`config.mk`:
```
export PLATFORM = sky130hd
export DESIGN_NAME = resource_archive_toc_parser_core_flat
export DESIGN_NICKNAME = d
export VERILOG_FILES = /design/src/sv/rtoc_pkg.sv /design/src/sv/rtoc_req_if.sv /design/src/sv/rtoc_in_reg.sv /design/src/sv/rtoc_parse.sv /design/src/sv/rtoc_out_reg.sv /design/src/sv/resource_archive_toc_parser_core.sv /design/src/flat_wrapper.sv
export SDC_FILE = /design/constraint.sdc
export NUM_CORES = 1
export LEC_CHECK = 0
export ABC_CLOCK_PERIOD_IN_PS = 7600
export BUFFER_PORTS_ARGS = -buffer_cell sky130_fd_sc_hd__buf_2
export CAP_MARGIN = 20
export CORE_MARGIN = 1
export CORE_UTILIZATION = 60
export CTS_CLUSTER_DIAMETER = 120
export DETAILED_ROUTE_END_ITERATION = 8
export PLACE_DENSITY = 0.77
export SETUP_SLACK_MARGIN = 0.3
export SYNTH_ARGS = -nofsm -noshare
export SYNTH_HDL_FRONTEND = slang
export SYNTH_SLANG_ARGS = --single-unit
```
`constraint.sdc`:
```
create_clock -name clock -period 7.6 [get_ports clock]
set_input_delay 2.28 -clock clock [delete_from_list [all_inputs] [get_ports clock]]
set_output_delay 2.28 -clock clock [all_outputs]
set_load 0.005 [all_outputs]
```
`src/sv/rtoc_pkg.sv`:
```
// rtoc_pkg: shared types and constants of the archive table-of-contents parser
// no dependencies; imported by the interfaces and all parser modules
package rtoc_pkg;

   // widths of the stream fields
   localparam int unsigned ByteWidth   = 8;
   localparam int unsigned TypeWidth   = 16;
   localparam int unsigned IdWidth     = 32;
   localparam int unsigned PosWidth    = 32;
   localparam int unsigned LenWidth    = 23;
   localparam int unsigned HdrWidth    = 22;
   localparam int unsigned StatusWidth = 2;

   // configuration register indexes
   localparam int unsigned CsrIndexWidth = 1;
   localparam int unsigned CsrDataWidth  = 16;
   localparam logic [CsrIndexWidth-1:0] CSR_FILTER_ENABLE = 1'b0;
   localparam logic [CsrIndexWidth-1:0] CSR_TYPE_SELECT   = 1'b1;

   // result status codes
   typedef enum logic [StatusWidth-1:0] {
      ST_DESC      = 2'd0,
      ST_END       = 2'd1,
      ST_TRUNC_HDR = 2'd2,
      ST_BAD_LEAD  = 2'd3
   } status_type;

   // lead byte class, top two bits of the lead
   typedef enum logic [1:0] {
      CLS_TYPE  = 2'b00,
      CLS_DELTA = 2'b01,
      CLS_LEN   = 2'b10,
      CLS_BAD   = 2'b11
   } lead_class_type;

   typedef struct packed {
      logic [ByteWidth-1:0] data_byte;
      logic                 first;
      logic                 last;
   } item_type;

   typedef struct packed {
      status_type           status;
      logic [TypeWidth-1:0] res_type;
      logic [IdWidth-1:0]   res_id;
      logic [PosWidth-1:0]  payload_offset;
      logic [LenWidth-1:0]  payload_length;
      logic                 done_res;
   } result_type;

   typedef struct packed {
      logic                 filter_enable;
      logic [TypeWidth-1:0] type_select;
   } cfg_type;

endpackage

```
`src/sv/rtoc_req_if.sv`:
```
// rtoc_req_if: valid/ready channel carrying archive stream bytes
// depends on rtoc_pkg
interface rtoc_req_if;
   import rtoc_pkg::*;

   logic                 valid;
   logic                 ready;
   logic [ByteWidth-1:0] data_byte;
   logic                 first;
   logic                 last;

   modport source (output valid, output data_byte, output first, output last, input ready);
   modport sink (input valid, input data_byte, input first, input last, output ready);
endinterface

// rtoc_rsp_if: valid/ready channel carrying resource descriptors and status
interface rtoc_rsp_if;
   import rtoc_pkg::*;

   logic                 valid;
   logic                 ready;
   status_type           status;
   logic [TypeWidth-1:0] res_type;
   logic [IdWidth-1:0]   res_id;
   logic [PosWidth-1:0]  payload_offset;
   logic [LenWidth-1:0]  payload_length;
   logic                 done_res;

   modport source (output valid, output status, output res_type, output res_id,
                   output payload_offset, output payload_length, output done_res,
                   input ready);
   modport sink (input valid, input status, input res_type, input res_id,
                 input payload_offset, input payload_length, input done_res,
                 output ready);
endinterface

```
`src/sv/rtoc_in_reg.sv`:
```
// rtoc_in_reg: input register stage, holds one accepted stream byte
// depends on rtoc_pkg and rtoc_req_if
module rtoc_in_reg (
   input  logic              clock,
   input  logic              reset,
   rtoc_req_if.sink          req,
   input  logic              out_free,
   output logic              item_valid,
   output rtoc_pkg::item_type item,
   output logic              advance
);
   import rtoc_pkg::*;

   logic     valid_ff, valid_in;
   item_type item_ff, item_in;
   logic     take;

   // the held byte moves on when the result register can take its outcome
   assign advance   = valid_ff && out_free;
   assign req.ready = !valid_ff || advance;
   assign take      = req.valid && req.ready;

   always_comb begin
      valid_in = valid_ff;
      item_in  = item_ff;
      if (take) begin
         valid_in = 1'b1;
         item_in  = '{data_byte: req.data_byte, first: req.first, last: req.last};
      end else if (advance) begin
         valid_in = 1'b0;
      end
   end

   always_ff @(posedge clock) begin
      if (reset) begin
         valid_ff <= 1'b0;
      end else begin
         valid_ff <= valid_in;
      end
      item_ff <= item_in;
   end

   assign item_valid = valid_ff;
   assign item       = item_ff;

   // a held byte is never dropped while the result side is stalled
   a_hold_while_stalled: assert property (@(posedge clock) disable iff (reset)
      valid_ff && !out_free |=> valid_ff && $stable(item_ff))
      else $error("input stage lost a byte while stalled");

endmodule

```
`src/sv/rtoc_parse.sv`:
```
// rtoc_parse: parser state and single-pass decode of one stream byte
// depends on rtoc_pkg
module rtoc_parse #(
   parameter int unsigned SIGNATURE_BYTES = 4
) (
   input  logic                clock,
   input  logic                reset,
   input  logic                step,
   input  rtoc_pkg::item_type  item,
   input  rtoc_pkg::cfg_type   cfg,
   output logic                res_valid,
   output rtoc_pkg::result_type res
);
   import rtoc_pkg::*;

   typedef enum logic [2:0] {
      PH_SIG, PH_LEAD, PH_DELTA, PH_LEN1, PH_LEN2, PH_PAYLOAD, PH_DONE
   } phase_type;

   localparam phase_type PhaseStart = (SIGNATURE_BYTES > 0) ? PH_SIG : PH_LEAD;
   localparam logic [PosWidth-1:0] SigCount = PosWidth'(SIGNATURE_BYTES);

   phase_type            phase_ff, phase_in, phase_cur;
   logic [PosWidth-1:0]  position_ff, position_in, position_cur, pos_next;
   logic [TypeWidth-1:0] type_ff, type_in, type_cur;
   logic [IdWidth-1:0]   id_ff, id_in, id_cur;
   logic [HdrWidth-1:0]  hdr_ff, hdr_in, hdr_cur;
   logic [LenWidth-1:0]  remain_ff, remain_in, remain_cur, remain_dec;
   logic [PosWidth-1:0]  start_ff, start_in, start_cur;
   logic [ByteWidth-1:0] b;
   lead_class_type       lead_class;
   logic                 report;

   assign b          = item.data_byte;
   assign lead_class = lead_class_type'(b[7:6]);

   // state as seen by this byte: a first byte restarts the parser
   always_comb begin
      if (item.first) begin
         phase_cur    = PhaseStart;
         position_cur = '0;
         type_cur     = TypeWidth'(1);
         id_cur       = IdWidth'(1);
         hdr_cur      = '0;
         remain_cur   = '0;
         start_cur    = '0;
      end else begin
         phase_cur    = phase_ff;
         position_cur = position_ff;
         type_cur     = type_ff;
         id_cur       = id_ff;
         hdr_cur      = hdr_ff;
         remain_cur   = remain_ff;
         start_cur    = start_ff;
      end
   end

   assign pos_next   = position_cur + PosWidth'(1);
   assign remain_dec = remain_cur - LenWidth'(1);
   assign report     = !cfg.filter_enable || (type_cur == cfg.type_select);

   // decode one byte
   always_comb begin
      phase_in    = phase_ff;
      position_in = position_ff;
      type_in     = type_ff;
      id_in       = id_ff;
      hdr_in      = hdr_ff;
      remain_in   = remain_ff;
      start_in    = start_ff;
      res_valid   = 1'b0;
      res         = '{status: ST_END, done_res: 1'b1, default: '0};
      if (step) begin
         phase_in    = phase_cur;
         position_in = position_cur;
         type_in     = type_cur;
         id_in       = id_cur;
         hdr_in      = hdr_cur;
         remain_in   = remain_cur;
         start_in    = start_cur;
         if (phase_cur != PH_DONE) begin
            position_in = pos_next;
            case (phase_cur)
               PH_SIG: begin
                  if (pos_next >= SigCount) phase_in = PH_LEAD;
                  if (item.last) begin
                     res_valid = 1'b1;
                     phase_in  = PH_DONE;
                  end
               end
               PH_LEAD: begin
                  if (b == '0) begin
                     res_valid = 1'b1;
                     phase_in  = PH_DONE;
                  end else begin
                     case (lead_class)
                        CLS_TYPE: begin
                           type_in = type_cur + TypeWidth'(b);
                           id_in   = IdWidth'(1);
                           if (item.last) begin
                              res_valid = 1'b1;
                              phase_in  = PH_DONE;
                           end
                        end
                        CLS_DELTA, CLS_LEN: begin
                           if (item.last) begin
                              res_valid  = 1'b1;
                              res.status = ST_TRUNC_HDR;
                              phase_in   = PH_DONE;
                           end else begin
                              hdr_in   = HdrWidth'(b[5:0]);
                              phase_in = (lead_class == CLS_DELTA) ? PH_DELTA : PH_LEN1;
                           end
                        end
                        default: begin
                           res_valid  = 1'b1;
                           res.status = ST_BAD_LEAD;
                           phase_in   = PH_DONE;
                        end
                     endcase
                  end
               end
               PH_DELTA: begin
                  id_in    = id_cur + IdWidth'({hdr_cur[5:0], b}) + IdWidth'(1);
                  phase_in = PH_LEAD;
                  if (item.last) begin
                     res_valid = 1'b1;
                     phase_in  = PH_DONE;
                  end
               end
               PH_LEN1: begin
                  if (item.last) begin
                     res_valid  = 1'b1;
                     res.status = ST_TRUNC_HDR;
                     phase_in   = PH_DONE;
                  end else begin
                     hdr_in   = HdrWidth'({hdr_cur[5:0], b});
                     phase_in = PH_LEN2;
                  end
               end
               PH_LEN2: begin
                  if (item.last) begin
                     res_valid = 1'b1;
                     phase_in  = PH_DONE;
                  end else begin
                     remain_in = LenWidth'({hdr_cur[13:0], b}) + LenWidth'(1);
                     start_in  = pos_next;
                     phase_in  = PH_PAYLOAD;
                  end
               end
               PH_PAYLOAD: begin
                  remain_in = remain_dec;
                  if (remain_dec != '0) begin
                     if (item.last) begin
                        res_valid = 1'b1;
                        phase_in  = PH_DONE;
                     end
                  end else begin
                     id_in    = id_cur + IdWidth'(1);
                     phase_in = PH_LEAD;
                     if (report) begin
                        res_valid = 1'b1;
                        res = '{status:         ST_DESC,
                                res_type:       type_cur,
                                res_id:         id_cur,
                                payload_offset: start_cur,
                                payload_length: LenWidth'(position_cur - start_cur)
                                                + LenWidth'(1),
                                done_res:       item.last};
                     end else if (item.last) begin
                        res_valid = 1'b1;
                     end
                     if (item.last) phase_in = PH_DONE;
                  end
               end
               default: begin
                  phase_in = PH_DONE;
               end
            endcase
         end
      end
   end

   // parser state
   always_ff @(posedge clock) begin
      if (reset) begin
         phase_ff    <= PhaseStart;
         position_ff <= '0;
         type_ff     <= TypeWidth'(1);
         id_ff       <= IdWidth'(1);
         hdr_ff      <= '0;
         remain_ff   <= '0;
         start_ff    <= '0;
      end else begin
         phase_ff    <= phase_in;
         position_ff <= position_in;
         type_ff     <= type_in;
         id_ff       <= id_in;
         hdr_ff      <= hdr_in;
         remain_ff   <= remain_in;
         start_ff    <= start_in;
      end
   end

   // a finished parse stays silent until a new archive starts
   a_silent_after_done: assert property (@(posedge clock) disable iff (reset)
      step && phase_ff == PH_DONE && !item.first |-> !res_valid)
      else $error("result produced after end of archive");

   // every transaction that ends the parse leaves the parser done
   a_done_sticks: assert property (@(posedge clock) disable iff (reset)
      step && res_valid && res.done_res |=> phase_ff == PH_DONE)
      else $error("parse ended but parser not in done phase");

   // descriptors only come out of a completed payload
   a_desc_from_payload: assert property (@(posedge clock) disable iff (reset)
      step && res_valid && res.status == ST_DESC |->
         phase_cur == PH_PAYLOAD && res.payload_length != '0)
      else $error("descriptor outside payload completion");

endmodule

```
`src/sv/rtoc_out_reg.sv`:
```
// rtoc_out_reg: result register driving the response channel
// depends on rtoc_pkg and rtoc_rsp_if
module rtoc_out_reg (
   input  logic                 clock,
   input  logic                 reset,
   input  logic                 load,
   input  logic                 res_valid,
   input  rtoc_pkg::result_type res,
   output logic                 out_free,
   rtoc_rsp_if.source           rsp
);
   import rtoc_pkg::*;

   logic       valid_ff, valid_in;
   result_type res_ff, res_in;

   // free when empty or when the held result leaves this cycle
   assign out_free = !valid_ff || rsp.ready;

   always_comb begin
      valid_in = valid_ff;
      res_in   = res_ff;
      if (load) begin
         valid_in = res_valid;
         res_in   = res;
      end else if (rsp.ready) begin
         valid_in = 1'b0;
      end
   end

   always_ff @(posedge clock) begin
      if (reset) begin
         valid_ff <= 1'b0;
      end else begin
         valid_ff <= valid_in;
      end
      res_ff <= res_in;
   end

   assign rsp.valid          = valid_ff;
   assign rsp.status         = res_ff.status;
   assign rsp.res_type       = res_ff.res_type;
   assign rsp.res_id         = res_ff.res_id;
   assign rsp.payload_offset = res_ff.payload_offset;
   assign rsp.payload_length = res_ff.payload_length;
   assign rsp.done_res       = res_ff.done_res;

   // load only happens into a free register
   a_no_overwrite: assert property (@(posedge clock) disable iff (reset)
      load |-> out_free)
      else $error("result register overwritten while stalled");

   // status results carry zero fields and end the parse
   a_status_shape: assert property (@(posedge clock) disable iff (reset)
      valid_ff && res_ff.status != ST_DESC |->
         res_ff.done_res && res_ff.res_id == '0 && res_ff.payload_length == '0)
      else $error("status result with descriptor fields set");

endmodule

```
`src/sv/resource_archive_toc_parser_core.sv`:
```
// resource_archive_toc_parser_core: top level of the archive toc parser
// depends on rtoc_pkg, rtoc_req_if/rtoc_rsp_if, rtoc_in_reg, rtoc_parse, rtoc_out_reg
//
//   channel  direction  handshake     carries
//   req      in         valid/ready   data_byte, first, last
//   rsp      out        valid/ready   status, res_type, res_id, payload_offset,
//                                     payload_length, done_res
//   csr      in         write enable  csr_index, csr_wdata
//
// one byte per cycle sustained while rsp is ready; an accepted byte passes
// the input register, then decode into the result register
// reset is synchronous and active high; it clears parser state and registers
// a stalled rsp holds the result and the held byte, req.ready drops while a byte is held
module resource_archive_toc_parser_core #(
   parameter int unsigned SIGNATURE_BYTES = 4
) (
   input  logic                                clock,
   input  logic                                reset,
   rtoc_req_if.sink                            req,
   rtoc_rsp_if.source                          rsp,
   input  logic                                csr_we,
   input  logic [rtoc_pkg::CsrIndexWidth-1:0]  csr_index,
   input  logic [rtoc_pkg::CsrDataWidth-1:0]   csr_wdata
);
   import rtoc_pkg::*;

   cfg_type    cfg_ff, cfg_in;
   item_type   item;
   result_type res;
   logic       item_valid, advance, out_free, res_valid;

   // configuration registers
   always_comb begin
      cfg_in = cfg_ff;
      if (csr_we) begin
         case (csr_index)
            CSR_FILTER_ENABLE: cfg_in.filter_enable = csr_wdata[0];
            CSR_TYPE_SELECT:   cfg_in.type_select   = csr_wdata[TypeWidth-1:0];
            default:           cfg_in = cfg_ff;
         endcase
      end
   end

   always_ff @(posedge clock) begin
      if (reset) begin
         cfg_ff <= '0;
      end else begin
         cfg_ff <= cfg_in;
      end
   end

   // input register
   rtoc_in_reg u_in_reg (
      .clock      (clock),
      .reset      (reset),
      .req        (req),
      .out_free   (out_free),
      .item_valid (item_valid),
      .item       (item),
      .advance    (advance)
   );

   // decode and parser state
   rtoc_parse #(
      .SIGNATURE_BYTES (SIGNATURE_BYTES)
   ) u_parse (
      .clock     (clock),
      .reset     (reset),
      .step      (advance),
      .item      (item),
      .cfg       (cfg_ff),
      .res_valid (res_valid),
      .res       (res)
   );

   // result register
   rtoc_out_reg u_out_reg (
      .clock     (clock),
      .reset     (reset),
      .load      (advance),
      .res_valid (res_valid),
      .res       (res),
      .out_free  (out_free),
      .rsp       (rsp)
   );

   // nothing is presented in the cycle after reset
   a_quiet_after_reset: assert property (@(posedge clock)
      $past(reset) |-> !rsp.valid)
      else $error("response valid right after reset");

   // a byte is only decoded while it is held
   a_step_needs_item: assert property (@(posedge clock) disable iff (reset)
      advance |-> item_valid)
      else $error("decode step without a held byte");

endmodule

```
`src/flat_wrapper.sv`:
```
// flat-port wrapper written by rule: the top's interface ports become plain ports
module resource_archive_toc_parser_core_flat import rtoc_pkg::*;
#(
   parameter int unsigned SIGNATURE_BYTES = 4
)
  (clock, reset, csr_we, csr_index, csr_wdata, req_valid, req_data_byte, req_first, req_last, req_ready, rsp_valid, rsp_status, rsp_res_type, rsp_res_id, rsp_payload_offset, rsp_payload_length, rsp_done_res, rsp_ready);
  rtoc_req_if req_i ();
  rtoc_rsp_if rsp_i ();
  input  logic clock;
  input  logic reset;
  input  logic csr_we;
  input  logic [rtoc_pkg::CsrIndexWidth-1:0] csr_index;
  input  logic [rtoc_pkg::CsrDataWidth-1:0] csr_wdata;
  input wire logic [$bits(req_i.valid)-1:0] req_valid;
  input wire logic [$bits(req_i.data_byte)-1:0] req_data_byte;
  input wire logic [$bits(req_i.first)-1:0] req_first;
  input wire logic [$bits(req_i.last)-1:0] req_last;
  output wire logic [$bits(req_i.ready)-1:0] req_ready;
  output wire logic [$bits(rsp_i.valid)-1:0] rsp_valid;
  output wire logic [$bits(rsp_i.status)-1:0] rsp_status;
  output wire logic [$bits(rsp_i.res_type)-1:0] rsp_res_type;
  output wire logic [$bits(rsp_i.res_id)-1:0] rsp_res_id;
  output wire logic [$bits(rsp_i.payload_offset)-1:0] rsp_payload_offset;
  output wire logic [$bits(rsp_i.payload_length)-1:0] rsp_payload_length;
  output wire logic [$bits(rsp_i.done_res)-1:0] rsp_done_res;
  input wire logic [$bits(rsp_i.ready)-1:0] rsp_ready;
  assign req_i.valid = req_valid;
  assign req_i.data_byte = req_data_byte;
  assign req_i.first = req_first;
  assign req_i.last = req_last;
  assign req_ready = req_i.ready;
  assign rsp_valid = rsp_i.valid;
  assign rsp_status = rsp_i.status;
  assign rsp_res_type = rsp_i.res_type;
  assign rsp_res_id = rsp_i.res_id;
  assign rsp_payload_offset = rsp_i.payload_offset;
  assign rsp_payload_length = rsp_i.payload_length;
  assign rsp_done_res = rsp_i.done_res;
  assign rsp_i.ready = rsp_ready;
  resource_archive_toc_parser_core #(.SIGNATURE_BYTES(SIGNATURE_BYTES)) u_core (.clock(clock), .reset(reset), .req(req_i), .rsp(rsp_i), .csr_we(csr_we), .csr_index(csr_index), .csr_wdata(csr_wdata));
endmodule
```
==> Yosys cells after proc, flatten, opt, wreduce, memory -nomap -nowiden <==
Index checks and enable logic that the tools add are counted.
{ "classes": {"n_addsub": 9, "n_lt_le_gt_ge": 1, "eq_ne": 9, "muxes": 59, "n_bitwise": 4, "reduce_logical": 20} }
{ "op_table": {"columns": ["op", "n"], "rows": [
  ["32-bit 2-to-1 mux", 11],
  ["105-bit 2-to-1 mux", 2],
  ["22-bit 2-to-1 mux", 6],
  ["32-bit by 1-bit adder with 32-bit output, second input constant", 3],
  ["32-bit one-hot mux with 3 select lines", 1],
  ["16-bit 2-to-1 mux", 5],
  ["23-bit 2-to-1 mux", 3],
  ["23-bit one-hot mux with 2 select lines", 1],
  ["22-bit one-hot mux with 2 select lines", 1],
  ["32-bit by 14-bit adder with 32-bit output", 1],
  ["32-bit by 3-bit >= comparator with 1-bit output, second input constant", 1],
  ["3-bit 2-to-1 mux", 9],
  ["22-bit by 1-bit adder with 23-bit output, second input constant", 1],
  ["23-bit by 1-bit adder with 23-bit output, second input constant", 1],
  ["23-bit nonzero test", 1],
  ["23-bit by 1-bit subtractor with 23-bit output, second input constant", 1],
  ["23-bit subtractor", 1],
  ["3-bit one-hot mux with 6 select lines", 1],
  ["16-bit by 8-bit adder with 16-bit output", 1],
  ["16-bit equality test", 1],
  ["1-bit 2-to-1 mux", 11],
  ["8-bit zero test", 1],
  ["2-bit 2-to-1 mux", 4],
  ["4-bit OR reduction", 2],
  ["20 further kinds", 32]
]} }
{ "word_totals": {"inputBits": 32, "register_bits": 295, "out_inout_bits": 108, "word_cells": 122} }

==> Longest topological paths before layout <==
{ "depth": {"ltp_word": 8, "depth_mapped": 25, "ltp_nobuf": 16} }

==> Hierarchy <==
Synthesis repeated with hierarchy kept, for this count alone.
{ "unflattened": {"cells_unflattened": 2111, "area_unflattened_um2": 17809.6} }
{ "modules_own_cells": {"columns": ["mod", "area_each_um2", "seq_area_each_um2", "n_inst", "cells_per_inst"], "rows": [
  ["rtoc_parse", 13421.6, 3042.9, 1, 1908],
  ["rtoc_out_reg", 3236.9, 3203.1, 1, 110],
  ["resource_archive_toc_parser_core", 788.3, 340.3, 1, 77],
  ["rtoc_in_reg", 362.8, 320.3, 1, 16]
]} }

==> Least setup slack after synthesis <==
Ideal clock, no wire load.
{ "synth_path": {"path_kind": "input-to-reg", "start": "in rsp_ready", "end": "reg u_core.u_parse.id_ff[8]", "arrival_ns": 6.560, "path_stages": 7, "setup_ns": 0.077, "t_required_ns": 7.523, "setup_slack_ns": 0.963, "path_buffers": 2, "cell_sequence": "nand2b_1 > nand2_1 > inv_2 > clkbuf_1 > clkbuf_1 > o21ai_0 > a21oi_1"} }
{ "synth_via": {"elab_chain_len": 2} }
{ "synth_rtl": {"columns": ["item", "line_no", "text"], "rows": [
  ["start, declared", "flat_wrapper.sv:26", "input wire logic [$bits(rsp_i.ready)-1:0] rsp_ready;"],
  ["1-bit logical OR", "rtoc_out_reg.sv:18", "assign out_free = !valid_ff || rsp.ready;"],
  ["1-bit logical AND", "rtoc_in_reg.sv:19", "assign advance = valid_ff && out_free;"],
  ["net u_core.advance", "resource_archive_toc_parser_core.sv:30", "logic item_valid, advance, out_free, res_valid;"],
  ["end signal, assigned", "rtoc_parse.sv:190", "id_ff <= IdWidth'(1);"],
  ["end signal, assigned", "rtoc_parse.sv:198", "id_ff <= id_in;"],
  ["end, declared", "rtoc_parse.sv:26", "logic [IdWidth-1:0] id_ff, id_in, id_cur;"]
]} }
The timed path passes the listed nets, and every way through them passes these cells.
A chain may end at the register's enable or synchronous reset.

==> Final worst setup path <==
{ "layout_path": {"start": "reg u_core.u_in_reg.item_ff (netlist bit u_core.u_in_reg.item[1])", "end": "reg u_core.u_out_reg.res_ff (netlist bit u_core.u_out_reg.rsp.res_type[4]), data pin"} }
{ "layout_via": {"elab_chain_len": 5, "word_cells_on_any_way": 13, "classes_between": "1 x add/sub; 3 x eq/ne; 3 x mux; 3 x bitwise; 3 x reduce/logical"} }
{ "layout_rtl": {"columns": ["item", "line_no", "text"], "rows": [
  ["start, declared", "rtoc_in_reg.sv:15", "item_type item_ff, item_in;"],
  ["start signal, assigned", "rtoc_in_reg.sv:40", "item_ff <= item_in;"],
  ["branches (longest 5 deep; another with 23-bit by 1-bit subtractor with 23-bit output)", null, null],
  ["end signal, assigned", "rtoc_out_reg.sv:37", "res_ff <= res_in;"],
  ["end, declared", "rtoc_out_reg.sv:15", "result_type res_ff, res_in;"]
]} }
Several ways; the timed one is not identified.

==> metrics.md <==
| Metric | Value |
|---|---|
| Htree depth | 2 |
| Syn_nets | around 2300 |
| Setup violators final | 0 |
| CTS buffer count | 34 |
| Largest cells by area after synthesis | edfxtp_1 19%, dfxtp_1 19%, nor2_1 6.1% |
| Psw | 0.959 mW |
| Final HPWL DP | around 36000 um |
| Max Root-Sink Buffers | 3 |
| # DRC | 0 |
| Post-route insts no fill | 2653 |
| NumNets Final | approximately 2300 |
| Total clock sinks | 287 |
| Port Buffer Count | roughly 140 |
| Cell count after synthesis | between 2000 and 2500 |
| GRT Overall Usage | 0.345 |
| Fill cells | about 2500 |
| Critical Path RT | 7.98 ns |
| Antenna diodes | 0 |
| Cell Int Power | 2.69 mW |
| Worst clock skew | around 0.025 ns |
| Crit path time final | between 5 and 6 ns |
| Vias in the first global route | 15800 |
| Post-synth EDFFs | between 100 and 150 |
| Layout cells sized above 1 | 0.108 |
| Pre-Repair DR Iteration Count | 6 |
| Comb pwr share | 0.099 |
| Seq cells post-synth | about 290 |
| Worst min path class | register to register |
| Remaining Overflow, GRT | 0 |
| Total die area | just over 30000 um^2 |
| Synthesized area | 18000 um^2 |
| Status | completed |
| Via density per instance | about 6.4 |
| Async set-reset flop share out of synthesis | 0 |
| Crit path max fanout | 32 |
| RSZ-0062 raised after global routing | no |
| Die span in x | 175 um |
| Initial drt markers | approximately 1900 |
| Avg Inst Size Synth | around 8.3 um^2 |
| Sequential power share | 0.462 |
| Place WS | approximately 2.4 ns |
| Post-cts resize count | 0 |
| Largest net degree at the start of global routing | roughly 150 |
| First-pass GRT wire length | between 80000 and 90000 um |
| Final core occ | 0.673 |
| Placed insts | about 2600 |
| I/O Pins | 140 |
| Post-DP Area | roughly 19000 um^2 |
| Die height | around 180 um |
| Max-slew violations | 0 |
| Synth cell count leaders | 290 x nor2_1, 252 x nand2_1, 171 x dfxtp_1, 155 x a21oi_1, 116 x edfxtp_1 |
| Starting Density | 0.608 |
| Initial antenna violation count | 1 |
| Yosys top cell by area | edfxtp_1 |
| Crit path capture type | register |
| Final ANT Viol Nets | 0 |
| CTS Hold Bufs | 0 |
| Clock share of power | 0.438 |
| Clk slew on worst S/H paths | 0.06 ns |
| Routability cong. | ~0.9 |
| Setup crit start kind | register |
| Synthesis-to-layout area growth | 10.7% |
| Max_slew headroom | 0.172 |
| CP peak stage delay | around 0.93 ns |
| Fin area | approximately 20000 um^2 |
| PwrDens | between 150 and 200 nW/um^2 |
| Sequential area share after synthesis | 0.384 |
| CP delay by family, top | simple AND/OR/NAND/NOR gates |
| CTS tree | yes |
| Postcts setup bufs | 0 |
| Root Driver | clkbuf_16 |
| Switch share | 0.263 |
| Core Region | a little under 30000 um^2 |
| Final Hold Fails | 0 |
| Syn. warnings | 0 |
| Worst slew pin tran | approximately 1.2 ns |
| Ys flop type | dfxtp_1 |
| Most frequent cell after synthesis | nor2_1 |
| Leak pwr | 7.25 nW |
| Drt wl/cell | around 20 um |
| Post-route clock period utilization | 0.699 |
| Worst vdd ir | 0.000169 V |
| Total Routed Length | roughly 54000 um |
| Row cnt | 63 |
| Share of the synthesized area in the top cell type | 0.194 |
| Critical path arrival | 5.69 ns |
| Most used cell, CP | nand2_1 |
| Worst-skew pair later-pin latency | about 0.53 ns |
| Fmax | about 190 MHz |
| Final worst slack | about 2.3 ns |
| Max Cap Violations | 0 |
| Fin Setup TNS | 0 ns |
| Slowest stage cell, crit path | nor3b_4 |
| CP Buf/Inv Count | 2 |
| Critical-path cell list | inv_2, nand2_1, ha_1, nand2_1, and3_1, a2111oi_1, nand4_1, nor3_1, nand2_1, nor3b_4, buf_4, and2_1 |
| Crit Path Class | register to register |
| Total number of vias | roughly 17000 |
| Synth cell types | 94 |
sequential cells by signal, indices dropped and copies added, names as in the netlist, 14 cells and up:
register	flops
u_core.u_parse.position_ff	32
u_core.u_parse.remain_ff	23
u_core.u_parse.type_ff	16
u_core.u_out_reg.rsp.payload_length	23
u_core.u_parse.id_ff	32
u_core.u_parse.start_ff	32
u_core.u_parse.hdr_ff	14
u_core.u_out_reg.rsp.payload_offset	32
u_core.u_out_reg.rsp.res_type	16
u_core.cfg_ff	17
u_core.u_out_reg.rsp.res_id	32
cells by family after synthesis:
group,Yosys count,synth area share
simple gates,967,0.267
xor+xnor,123,0.0599
fa+ha+maj,78,0.0555
mux,10,0.00591
buf+inv,187,0.0405
flops,287,0.384
compound gates,525,0.187
cell usage in the layout, fill, tap and decap left out, types with 30 or more instances in the layout:
cell type / netlist / final
nor2_1: 290 / 289
nand2_1: 252 / 252
dfxtp_1: 171 / 171
a21oi_1: 155 / 155
buf_2: 7 / 138
edfxtp_1: 116 / 116
o21ai_0: 108 / 108
xnor2_1: 80 / 80
ha_1: 75 / 75
and2_1: 69 / 69
nor2b_1: 62 / 62
nand3_1: 62 / 62
a22oi_1: 58 / 58
inv_1: 49 / 49
nor3_1: 50 / 49
xor2_1: 43 / 43
clkbuf_16: 0 / 35
and3_1: 31 / 31
nand4_1: 30 / 30
a211oi_1: 30 / 30
power by group through the flow:
| stage | logic [mW] | clock network [mW] | registers [mW] |
|---|---|---|---|
| global placement | 0.347 | 0 | 1.72 |
| global route | 0.394 | 1.67 | 1.69 |
| floorplan | 0.240 | 0 | 1.71 |
| detailed placement | 0.354 | 0 | 1.72 |
| finish | 0.363 | 1.60 | 1.69 |
| CTS | 0.356 | 1.61 | 1.69 |
layout make-up:
| class | count | area [um^2] | share of cell area |
|---|---|---|---|
| inverter | 53 | 204 | 0.0102 |
| clock inverter | 15 | 128 | 0.00641 |
| timing repair buffer | 159 | 861 | 0.0433 |
| tap | 390 | 488 | 0.0245 |
| clock buffer | 46 | 947 | 0.0476 |
| sequential | 287 | 6910 | 0.347 |
| multi-input combinational | 1703 | 10400 | 0.521 |
through the flow:
stage	power (mW)	hold slack [ns]
2_1_floorplan	1.95	0.436
3_3_place_gp	2.06	0.455
3_5_place_dp	2.07	0.463
4_1_cts	3.66	0.471
5_1_grt	3.75	0.487
6_report	3.65	0.469
per-layer routing:
metal | GRT usage | wire length, um | vias to the layer above
met5 | 0 | 0 | -
met4 | 0.137 | 1890 | 0
met3 | 0.0453 | 4640 | 145
met2 | 0.562 | 24700 | 861
met1 | 0.463 | 22400 | 8068
li1 | - | - | 7967
worst register-to-register path, cell delays in order, from the launching register on:
cell       delay, ns
edfxtp_1        0.76
inv_2           0.17
nand2_1         0.14
ha_1            0.64
nand2_1         0.29
and3_1          0.28
a2111oi_1       0.47
nand4_1         0.24
nor3_1          0.29
nand2_1         0.30
nor3b_4         0.93
buf_4           0.45
and2_1          0.22
final timing paths:
path	start	end	slack, ns	cells after the start
worst min register to register	u_core.cfg_ff[2]	u_core.cfg_ff[2]	0.47	2
worst max register to register	u_core.u_in_reg.item[1]	u_core.u_out_reg.rsp.res_type[4]	2.29	12
worst min-delay path	u_core.cfg_ff[2]	u_core.cfg_ff[2]	0.47	2
worst max-delay path	u_core.u_in_reg.item[1]	u_core.u_out_reg.rsp.res_type[4]	2.29	12
Power figures use the tool's default switching activity.
